==> config.mk <==
export PLATFORM = sky130hd
export DESIGN_NAME = bit_ctrl
export DESIGN_NICKNAME = d
export VERILOG_FILES = /design/src/hdl/binary_image_thinning_assert.svh /design/src/hdl/bit_pkg.sv /design/src/hdl/bit_ctrl.sv
export SDC_FILE = /design/constraint.sdc
export NUM_CORES = 1
export LEC_CHECK = 0
export BUFFER_PORTS_ARGS = -buffer_cell sky130_fd_sc_hd__buf_2
export CELL_PAD_IN_SITES_DETAIL_PLACEMENT = 1
export CELL_PAD_IN_SITES_GLOBAL_PLACEMENT = 1
export CORE_AREA = 3 3 40 42
export DETAILED_ROUTE_END_ITERATION = 10
export DIE_AREA = 0 0 43 45
export GPL_ROUTABILITY_DRIVEN = 1
export GPL_TIMING_DRIVEN = 0
export PLACE_DENSITY_LB_ADDON = 0.1
export SLEW_MARGIN = 20
export SYNTH_ARGS = -nofsm -noshare
export SYNTH_HDL_FRONTEND = slang
export SYNTH_SLANG_ARGS = --single-unit
==> constraint.sdc <==
create_clock -name clock -period 3.49 [get_ports clock]
set_input_delay 0.349 -clock clock [delete_from_list [all_inputs] [get_ports clock]]
set_output_delay 0.349 -clock clock [all_outputs]
set_load 0.02 [all_outputs]
==> src/hdl/binary_image_thinning_assert.svh <==
// ----------------------------------------------------------------------------
// binary_image_thinning assertion macros
// Concurrent assertion shorthands shared by the thinning block; they expand
// to nothing in synthesis builds.
// ----------------------------------------------------------------------------
`ifndef BINARY_IMAGE_THINNING_ASSERT_SVH
`define BINARY_IMAGE_THINNING_ASSERT_SVH

`ifndef SYNTHESIS

// antecedent implies consequent in the same cycle
`define BIT_ASSERT_IMPLY(name, clk, rst, ante, cons) \
   name: assert property (@(posedge clk) disable iff (rst) (ante) |-> (cons)) \
      else $error("assertion failed: implication");

// antecedent implies consequent in the next cycle
`define BIT_ASSERT_NEXT(name, clk, rst, ante, cons) \
   name: assert property (@(posedge clk) disable iff (rst) (ante) |=> (cons)) \
      else $error("assertion failed: next-cycle implication");

// condition holds on every clock
`define BIT_ASSERT_ALWAYS(name, clk, rst, cond) \
   name: assert property (@(posedge clk) disable iff (rst) (cond)) \
      else $error("assertion failed: invariant");

`else

`define BIT_ASSERT_IMPLY(name, clk, rst, ante, cons)
`define BIT_ASSERT_NEXT(name, clk, rst, ante, cons)
`define BIT_ASSERT_ALWAYS(name, clk, rst, cond)

`endif

`endif

==> src/hdl/bit_pkg.sv <==
// ----------------------------------------------------------------------------
// bit_pkg
// Sizes, codes and controller/datapath interface types of the thinning block.
// ----------------------------------------------------------------------------
package bit_pkg;

   // frame geometry
   localparam int MAX_WIDTH  = 256;
   localparam int MAX_HEIGHT = 256;
   localparam int CELLS      = MAX_WIDTH * MAX_HEIGHT;
   localparam int COL_W      = $clog2(MAX_WIDTH);
   localparam int ROW_W      = $clog2(MAX_HEIGHT);
   localparam int ADDR_W     = $clog2(CELLS);

   // field widths
   localparam int OP_W      = 2;
   localparam int PIX_W     = 8;
   localparam int PASS_W    = 16;
   localparam int CFG_W     = 9;
   localparam int CSR_IDX_W = 1;

   // register reset value is 256, clamped to the frame limits
   localparam int RESET_DIM  = 256;
   localparam int RESET_W_M1 = ((RESET_DIM > MAX_WIDTH) ? MAX_WIDTH : RESET_DIM) - 1;
   localparam int RESET_H_M1 = ((RESET_DIM > MAX_HEIGHT) ? MAX_HEIGHT : RESET_DIM) - 1;

   // pixel and neighbour constants
   localparam logic [PIX_W-1:0]  FG_VALUE = 8'd255;
   localparam logic [3:0]        MIN_NB   = 4'd2;
   localparam logic [3:0]        MAX_NB   = 4'd6;
   localparam logic [PASS_W-1:0] PASS_MAX = '1;

   // register indexes
   localparam logic [CSR_IDX_W-1:0] CSR_WIDTH  = 1'd0;
   localparam logic [CSR_IDX_W-1:0] CSR_HEIGHT = 1'd1;

   // request operations
   typedef enum logic [OP_W-1:0] {
      OP_LOAD = 2'd0,
      OP_THIN = 2'd1,
      OP_READ = 2'd2
   } op_type;

   // result kinds
   localparam logic KIND_THIN = 1'b0;
   localparam logic KIND_READ = 1'b1;

   // 3x3 neighbourhood: [column][row], column 0 newest, row 0 bottom
   typedef logic [2:0][2:0] window_type;

   // controller to datapath
   typedef struct packed {
      logic load_wr;
      logic read_issue;
      logic scan_step;
      logic thin_start;
      logic pass_end;
      logic out_read;
      logic out_thin;
   } dp_cmd_type;

   // datapath to controller
   typedef struct packed {
      logic out_free;
      logic scan_last;
      logic pipe_busy;
      logic finish;
   } dp_status_type;

endpackage

==> src/hdl/bit_ctrl.sv <==
// ----------------------------------------------------------------------------
// bit_ctrl
// Sequencer for load, read and thin requests; drives datapath commands.
// ----------------------------------------------------------------------------
module bit_ctrl (
   input  logic                         clock,
   input  logic                         reset,
   input  logic                         req_valid,
   input  logic [bit_pkg::OP_W-1:0]     req_operation,
   output logic                         req_stall,
   input  bit_pkg::dp_status_type       status,
   output bit_pkg::dp_cmd_type          cmd
);

   typedef enum logic [5:0] {
      ST_IDLE  = 6'b000001,
      ST_READ  = 6'b000010,
      ST_SCAN  = 6'b000100,
      ST_DRAIN = 6'b001000,
      ST_PASS  = 6'b010000,
      ST_DONE  = 6'b100000
   } state_type;

   state_type state_ff, state_in;
   logic      wants_out;

   // reads and thin runs need a free result slot
   assign wants_out = (req_operation == bit_pkg::OP_THIN) ||
                      (req_operation == bit_pkg::OP_READ);

   always_comb begin
      state_in  = state_ff;
      cmd       = '0;
      req_stall = 1'b1;
      case (state_ff)
         ST_IDLE: begin
            req_stall = wants_out && !status.out_free;
            if (req_valid && !req_stall) begin
               case (req_operation)
                  bit_pkg::OP_LOAD: begin
                     cmd.load_wr = 1'b1;
                  end
                  bit_pkg::OP_THIN: begin
                     cmd.thin_start = 1'b1;
                     state_in       = ST_SCAN;
                  end
                  bit_pkg::OP_READ: begin
                     cmd.read_issue = 1'b1;
                     state_in       = ST_READ;
                  end
                  default: begin
                     // unused operation code is dropped
                  end
               endcase
            end
         end
         // frame store data is out, move it to the result word
         ST_READ: begin
            cmd.out_read = 1'b1;
            state_in     = ST_IDLE;
         end
         // one pixel per cycle through the window pipeline
         ST_SCAN: begin
            cmd.scan_step = 1'b1;
            if (status.scan_last) begin
               state_in = ST_DRAIN;
            end
         end
         // let the last deletions reach the frame store
         ST_DRAIN: begin
            if (!status.pipe_busy) begin
               state_in = ST_PASS;
            end
         end
         // close the subiteration
         ST_PASS: begin
            cmd.pass_end = 1'b1;
            state_in     = status.finish ? ST_DONE : ST_SCAN;
         end
         ST_DONE: begin
            if (status.out_free) begin
               cmd.out_thin = 1'b1;
               state_in     = ST_IDLE;
            end
         end
         default: begin
            state_in = ST_IDLE;
         end
      endcase
   end

   always_ff @(posedge clock) begin
      if (reset) begin
         state_ff <= ST_IDLE;
      end else begin
         state_ff <= state_in;
      end
   end

endmodule

==> results of run 1 <==
[report_power, final]
group | total (mW) | internal (mW) | switching (mW)
Clock | 0.0638 | 0.0389 | 0.0249
Combinational | 0.112 | 0.0491 | 0.0624
Sequential | 0.0873 | 0.0763 | 0.0111
[path summary, 6_finish.rpt]
check                endpoint  slack [ns]  cells past startpoint
setup / recovery       cmd[6]        1.23                      5
hold / removal    state_ff[4]        0.29                      2
setup reg to reg  state_ff[2]        1.74                      4
hold reg to reg   state_ff[3]        0.61                      2
[per-layer routing]
metal,share of wire [%],GRT usage (%),vias up
met5,0,0,-
met4,0,3.61,0
met3,5.8,3.59,0
met2,42,18.3,14
met1,52,17.0,203
li1,-,-,228
[stage by stage]
step	total power, mW	std cells	area, µm²
after floorplan	0.168	52	435
after global placement	0.201	83	534
after detailed placement	0.200	83	534
after global routing	0.283	86	557
after CTS	0.266	86	557
final	0.263	86	557
[layout by cell type (no fill, tap or decap), types with 2 or more instances in the layout]
cell type  synthesis  layout
buf_2              0      16
and3_1             3       3
clkbuf_4           0       3
nand3b_1           3       3
nand2b_1           2       2
or4_1              2       2
nand2_1            3       3
inv_1              5       5
nor2_1             4       4
nor3b_1            2       2
dfxtp_1            6       6
nor3_1             2       2
ha_1               3       3
[cell type report]
cell class | instances | area (µm²)
Tap cell | 15 | 18.8
Sequential cell | 6 | 120
Clock buffer | 3 | 22.5
Timing Repair Buffer | 16 | 80.1
Inverter | 5 | 18.8
Fill cell | 165 | 728
Buffer | 1 | 7.51
Multi-Input combinational cell | 40 | 289
[critical path: stages (launching register included)]
cell and delay [ns]:
dfxtp_1 0.37, or4_1 0.60, nor2_1 0.17, o21a_1 0.19, and3_1 0.17, buf_2 0.16
[kinds of logic (layout without fill, tap and decap cells)]
| logic type | after synthesis | after routing | share of synthesized area [%] |
|---|---|---|---|
| buffers and inverters | 6 | 25 | 6.04 |
| adder cells (fa/ha/maj) | 3 | 3 | 8.62 |
| AO/OA/AOI/OAI | 8 | 8 | 13.5 |
| XOR/XNOR | 1 | 1 | 2.01 |
| AND/OR/NAND/NOR | 28 | 28 | 42.2 |
| flip-flops | 6 | 6 | 27.6 |
==> flow_metrics.py, run 1 <==
metrics = {
    "outcome": {
        "outcome": "finished clean",
    },
    "layout": {
        "largest-register": "state_ff",
        "largest_reg_flops": 6,
        "diodes": 0,
        "syn2layout_area_growth_pct": 27.9,
        "reg.largest.list": "state_ff (6)",
        "drive_gt1_share_pct": 32.4,
        "fin_nets": 85,
        "post-route-util_pct": 43.3,
    },
    "placement": {
        "gp_congestion": 0.688,
        "port_buffers": 16,
        "dp_slack_ns": 1.50,
        "dpl.hpwl_um": 906,
    },
    "timing": {
        "fin_worst_skew_ns": 0.00414,
        "worstMarginPinSlew_ns": 0.358,
        "slew_headroom_pct": 75.5,
        "final_hold_viol_count": 0,
        "rsz0062_at_grt": "no",
        "holdWs_ns": 0.290,
        "tns_ns": 0,
        "slew_violations": 0,
        "finalCriticalPeriod_ns": 2.26,
        "max_clock_freq_ghz": 0.443,
        "fin_crit_sh_pct": 64.7,
        "setup_ws_ns": 1.23,
        "setup_viol": 0,
    },
    "die": {
        "rows": 13,
        "io_pins": 17,
        "dieArea_mm2": 0.00194,
        "die_w_um": 43,
        "start_util_pct": 33.9,
        "fp.dieH_um": 45,
        "coreArea_mm2": 0.00128,
    },
    "global_route": {
        "grt_pass1_wl_um": 1810,
        "grt_use_total_pct": 12.2,
        "grt_max_degree": 8,
        "grt_pass1_vias": 438,
        "grt_overflow_total": 0,
        "antenna_found_initial": 0,
    },
    "synth": {
        "syn-cell-area_um2": 435,
        "synth_top_area_cell": "dfxtp_1",
        "synth_edf_count": 0,
        "synth_top_cell_area_share_pct": 27.6,
        "ys.warnings.count": 0,
        "syn_nets": 64,
        "syn_inst": 52,
        "synthTopCellsByArea": "dfxtp_1 (28%), ha_1 (8.6%), nand3b_1 (5.2%)",
        "avgSynthCellArea_um2": 8.37,
        "synthTopCellsByCount": "dfxtp_1 (6), inv_1 (5), nor2_1 (4)",
        "synth_flop_cell": "dfxtp_1",
        "yosysMostFrequentCell": "dfxtp_1",
        "synth_cell_types": 28,
        "ys_seq_area_share_pct": 27.6,
        "async_flop_share_pct": 0,
        "ys_ff_latch": 6,
    },
    "routing": {
        "avgRoutedWirePerCell_um": 13.1,
        "dr.pass1.iters": 4,
        "remaining_drc_errors": 0,
        "via_per_inst": 5.17,
        "num_vias": 445,
        "drtIter0Drc": 3,
        "postRouteWirelength_um": 1130,
        "ant_nets": 0,
    },
    "clock_tree": {
        "ctsHoldBuffers": 0,
        "cts_tree": "done",
        "cts-resized-gates": 0,
        "clkTransAtPathRegs_ns": 0.05,
        "clk_path_buf_depth": 2,
        "clockRootBuffer": "clkbuf_4",
        "cts_setup_buffers": 0,
        "numCtsBuffers": 3,
        "ctsHtreeMaxLevel": 1,
        "clock_sinks": 6,
        "worstSkewPairLatency_ns": 0.24,
    },
    "flow_run": {
        "drv_cap": 0,
    },
    "critical_path": {
        "end_kind": "primary output",
        "criticalPathCategory": "register to primary output",
        "cp.required_ns": 3.14,
        "startpoint": "state_ff[3]",
        "rr_startpoint": "state_ff[3]",
        "worstPathArrival_ns": 1.91,
        "cp_max_fo": 7,
        "startpoint_type": "register",
    },
    "power_and_ir_drop": {
        "ir_drop_mv": 0.241,
        "power_density_mw_per_mm2": 472,
        "leakagePower_nw": 0.273,
    },
    "hold_path": {
        "hold_start": "status[1]",
        "hold_class": "input port to register",
    },
}
No activity file was read; power rests on OpenSTA's default activity.
==> run 2: changes to the inputs <==
CORE_AREA = unset   (was 3 3 40 42)
CORE_MARGIN = 3   (was unset)
CORE_UTILIZATION = 32   (was unset)
DIE_AREA = unset   (was 0 0 43 45)
clock period = 2.35 ns   (was 3.49 ns; I/O delays follow)
==> flow_metrics.py, run 2 (same netlist as run 1, synthesis figures left out) <==
metrics = {
    "routing": {
        "drtIter0Drc": 1,
        "num_vias": 457,
        "postRouteWirelength_um": 1080,
        "ant_nets": 0,
        "remaining_drc_errors": 0,
        "via_per_inst": 5.38,
        "dr.pass1.iters": 3,
        "avgRoutedWirePerCell_um": 12.7,
    },
    "layout": {
        "largest-register": "state_ff",
        "ff_latch_area_um2": 120,
        "num-fill-cells": 159,
        "syn2layout_area_growth_pct": 27.6,
        "reg.largest.list": "state_ff (6)",
        "final_common_cell": "buf_2",
        "largest_reg_flops": 6,
        "final_cell_mix": "buf_2 (16), dfxtp_1 (6), inv_1 (5)",
        "fin_nets": 85,
        "drive_gt1_share_pct": 32.4,
        "diodes": 0,
        "multi_input_area_um2": 289,
    },
    "power_and_ir_drop": {
        "power_density_mw_per_mm2": 699,
        "power_switching_share_pct": 37.2,
        "intPower_uw": 244,
        "clkPwrFrac_pct": 24.2,
        "p_sw_uw": 144,
        "power_frac_comb_pct": 42.2,
        "pwr-share-seq_pct": 33.6,
        "finalPower_uw": 388,
        "leakagePower_nw": 0.273,
        "ir_drop_mv": 0.413,
    },
    "placement": {
        "port_buffers": 16,
        "gp_congestion": 0.722,
        "dpl.hpwl_um": 880,
    },
    "timing": {
        "final_hold_viol_count": 0,
        "worstMarginPinSlew_ns": 0.334,
        "max_clock_freq_ghz": 0.470,
        "rsz0062_at_grt": "no",
        "finalCriticalPeriod_ns": 2.13,
        "fin_worst_skew_ns": 0.00103,
        "slew_violations": 0,
        "tns_ns": 0,
        "fin_crit_sh_pct": 90.5,
        "slew_headroom_pct": 77.2,
        "setup_viol": 0,
    },
    "critical_path": {
        "cp_max_fo": 7,
        "cp.required_ns": 2.12,
        "end_kind": "primary output",
        "worstPathArrival_ns": 1.89,
        "criticalPathCategory": "register to primary output",
        "startpoint_type": "register",
    },
    "global_route": {
        "grt_busiest_layer": "met1",
        "grt_util_met2_pct": 18.0,
        "grt_pass1_wl_um": 1860,
        "grt_pass1_vias": 441,
        "grt_overflow_total": 0,
        "grt_max_degree": 8,
        "antenna_found_initial": 0,
        "grt.met3_usage_pct": 3.39,
        "grt_use_total_pct": 12.9,
        "grtUsageMet1_pct": 18.1,
    },
    "flow_run": {
        "drv_cap": 0,
    },
    "clock_tree": {
        "cts-resized-gates": 0,
        "clockRootBuffer": "clkbuf_4",
        "clock_sinks": 6,
        "cts_setup_buffers": 0,
        "numCtsBuffers": 3,
        "clk_path_buf_depth": 2,
        "ctsHtreeMaxLevel": 1,
        "cts_tree": "done",
        "clkTransAtPathRegs_ns": 0.04,
        "worstSkewPairLatency_ns": 0.24,
        "ctsHoldBuffers": 0,
    },
    "die": {
        "fp.dieH_um": 42.9,
        "coreArea_mm2": 0.00119,
        "die_w_um": 42.9,
        "rows": 12,
        "start_util_pct": 36.7,
        "dieArea_mm2": 0.00184,
        "io_pins": 17,
    },
    "outcome": {
        "outcome": "finished clean",
    },
    "hold_path": {
        "hold_class": "input port to register",
    },
}
-- run 2: cell counts in the layout (fill, tap and decap cells not counted) --
No cell type changed its count.
-- run 2: final cells by class --
type                       count  area share [%]
tap                           14            3.15
multi-input combinational     40            52.0
inverter                       5            3.38
buffer                         1            1.35
clock buffer                   3            4.05
timing repair buffer          16            14.4
sequential                     6            21.6
-- run 2: routing by layer --
| layer | wire length (µm) | vias to the layer above |
|---|---|---|
| li1 | - | 232 |
| met1 | 564 | 207 |
| met2 | 421 | 16 |
| met3 | 81 | 2 |
| met4 | 8 | 0 |
| met5 | 0 | - |
-- run 2: stage by stage --
step           setup slack [ns]  hold WS, ns  area [µm²]  std cells  util [%]
6_report                  0.224        0.170         556         85      46.8
5_1_grt                   0.122        0.159         556         85      46.8
4_1_cts                   0.214        0.161         556         85      46.8
3_5_place_dp              0.492        0.419         533         82      44.9
3_3_place_gp              0.497        0.423         533         82      44.9
2_1_floorplan             0.536        0.304         435         52         -
-- run 2: final timing paths --
| kind | start | to | slack (ns) | cells past startpoint |
|---|---|---|---|---|
| worst max-delay path | state_ff[3] | cmd[6] | 0.22 | 5 |
| worst min-delay path | status[1] | state_ff[4] | 0.17 | 2 |
| worst max register to register | state_ff[2] | state_ff[0] | 0.60 | 4 |
| worst min register to register | state_ff[3] | state_ff[3] | 0.61 | 2 |
-- run 2: critical path, stage by stage (launching register included) --
cell and delay, ns:
dfxtp_1 0.36, or4_1 0.60, nor2_1 0.18, o21a_1 0.19
and3_1 0.16, buf_2 0.16
-- run 2: power groups by stage --
stage	logic (mW)	clock network [mW]	registers, mW
floorplan	0.123	0	0.127
global placement	0.165	0	0.133
detailed placement	0.163	0	0.132
CTS	0.165	0.0985	0.130
global route	0.182	0.102	0.133
finish	0.164	0.0939	0.131
==> run 3: changes to the inputs <==
GPL_TIMING_DRIVEN = 1   (was 0)
SETUP_SLACK_MARGIN = 0.3   (was unset)
==> flow_metrics.py, run 3 (same netlist as run 1, synthesis figures left out) <==
metrics = {
    "outcome": {
        "outcome": "finished clean",
    },
    "layout": {
        "drive_gt1_share_pct": 37.1,
        "syn2layout_area_growth_pct": 30.7,
        "multi_input_area_um2": 300,
        "final_cell_mix": "buf_2 (13), inv_1 (5), dfxtp_1 (4)",
        "largest-register": "state_ff",
        "ff_latch_area_um2": 123,
        "final_common_cell": "buf_2",
        "fin_nets": 84,
        "diodes": 0,
        "reg.largest.list": "state_ff (6)",
        "largest_reg_flops": 6,
        "num-fill-cells": 158,
        "post-route-cell-area_um2": 569,
    },
    "die": {
        "dieArea_mm2": 0.00184,
        "die_w_um": 42.9,
        "fp.dieH_um": 42.9,
        "rows": 12,
        "start_util_pct": 36.7,
        "io_pins": 17,
        "coreArea_mm2": 0.00119,
    },
    "power_and_ir_drop": {
        "intPower_uw": 255,
        "power_switching_share_pct": 37.0,
        "ir_drop_mv": 0.365,
        "power_density_mw_per_mm2": 710,
        "pwr-share-seq_pct": 32.7,
        "clkPwrFrac_pct": 22.2,
        "finalPower_uw": 404,
        "p_sw_uw": 149,
        "leakagePower_nw": 0.270,
        "power_frac_comb_pct": 45.0,
    },
    "clock_tree": {
        "ctsHtreeMaxLevel": 1,
        "clkTransAtPathRegs_ns": 0.04,
        "clk_path_buf_depth": 2,
        "worstSkewPairLatency_ns": 0.23,
        "ctsHoldBuffers": 0,
        "clock_sinks": 6,
        "cts_setup_buffers": 0,
        "cts_tree": "done",
        "numCtsBuffers": 3,
        "clockRootBuffer": "clkbuf_4",
    },
    "timing": {
        "tns_ns": 0,
        "holdWs_ns": 0.184,
        "fin_crit_sh_pct": 83.3,
        "slew_violations": 0,
        "rsz0062_at_grt": "no",
        "max_clock_freq_ghz": 0.511,
        "final_hold_viol_count": 0,
        "setup_viol": 0,
        "slew_headroom_pct": 79.4,
        "worstMarginPinSlew_ns": 0.301,
        "fin_worst_skew_ns": 0.00138,
        "finalCriticalPeriod_ns": 1.96,
    },
    "critical_path": {
        "cp.required_ns": 2.12,
        "worstPathCellList": "or4_4 > nor2_4 > o21a_1 > and3_1 > buf_4",
        "worstPathArrival_ns": 1.72,
        "crit_slowest_cell": "or4_4",
        "critPathBufInv": 1,
        "startpoint_type": "register",
        "end_kind": "primary output",
        "criticalPathCategory": "register to primary output",
        "cp_slowest_stage_delay_ns": 0.58,
        "cp_max_fo": 7,
        "crit_family": "simple AND/OR/NAND/NOR gates",
    },
    "global_route": {
        "antenna_found_initial": 0,
        "grt_use_total_pct": 13.0,
        "grt.met3_usage_pct": 3.39,
        "grt_pass1_wl_um": 1840,
        "grt_overflow_total": 0,
        "grt_busiest_layer": "met2",
        "grt_max_degree": 8,
        "grt_util_met2_pct": 20.1,
        "grtUsageMet1_pct": 16.9,
        "grt_pass1_vias": 435,
    },
    "placement": {
        "port_buffers": 16,
        "dpl.hpwl_um": 925,
        "placed_cell_area_um2": 526,
        "gp_congestion": 0.756,
    },
    "routing": {
        "dr.pass1.iters": 4,
        "drtIter0Drc": 4,
        "remaining_drc_errors": 0,
        "postRouteWirelength_um": 1120,
        "num_vias": 449,
        "avgRoutedWirePerCell_um": 13.3,
        "via_per_inst": 5.35,
        "ant_nets": 0,
    },
    "flow_run": {
        "drv_cap": 0,
    },
    "hold_path": {
        "hold_class": "input port to register",
    },
}
## run 3: changes by cell type in the layout (fill, tap and decap cells not counted)
cell	delta
buf_2	-3
buf_4	+2
dfxtp_1	-2
dfxtp_2	+2
nor2_1	-1
nor2_4	+1
or4_1	-1
or4_4	+1
## run 3: layer usage
metal,vias to the layer above,share of wire (%)
met4,0,0
met3,0,6.4
li1,229,-
met5,-,0
met1,204,50
met2,16,43
## run 3: path summary, 6_finish.rpt
| kind | slack (ns) | to | startpoint | depth (start not counted) |
|---|---|---|---|---|
| setup / recovery | 0.39 | cmd[5] | state_ff[3] | 5 |
| hold / removal | 0.18 | state_ff[4] | status[1] | 2 |
| setup reg to reg | 0.61 | state_ff[0] | state_ff[2] | 4 |
| hold reg to reg | 0.54 | state_ff[3] | state_ff[3] | 2 |
## run 3: repair_timing
action,CTS,global route
setup endpoints to repair,3,3
resized for setup,2,6
pin swaps,0,3
## run 3: power groups by stage
stage                     registers (mW)  logic [mW]  clock network [mW]
after detailed placement           0.132       0.166                   0
final                              0.132       0.182              0.0900
after global routing               0.134       0.201               0.102
after floorplan                    0.127       0.123                   0
after CTS                          0.131       0.176              0.0954
after global placement             0.133       0.164                   0
## run 3: cell type report
class / instances / area share [%]
Inverter: 5 / 3.30
Timing Repair Buffer: 16 / 15.4
Sequential cell: 6 / 21.5
Clock buffer: 3 / 3.96
Multi-Input combinational cell: 40 / 52.7
Tap cell: 14 / 3.08
## run 3: stage by stage
stage / setup WS [ns] / util, % / cells
4_1_cts: 0.302 / 46.7 / 84
6_report: 0.392 / 48.0 / 84
2_1_floorplan: 0.536 / - / 52
3_5_place_dp: 0.504 / 44.3 / 81
3_3_place_gp: 0.535 / 44.3 / 81
5_1_grt: 0.312 / 48.0 / 84
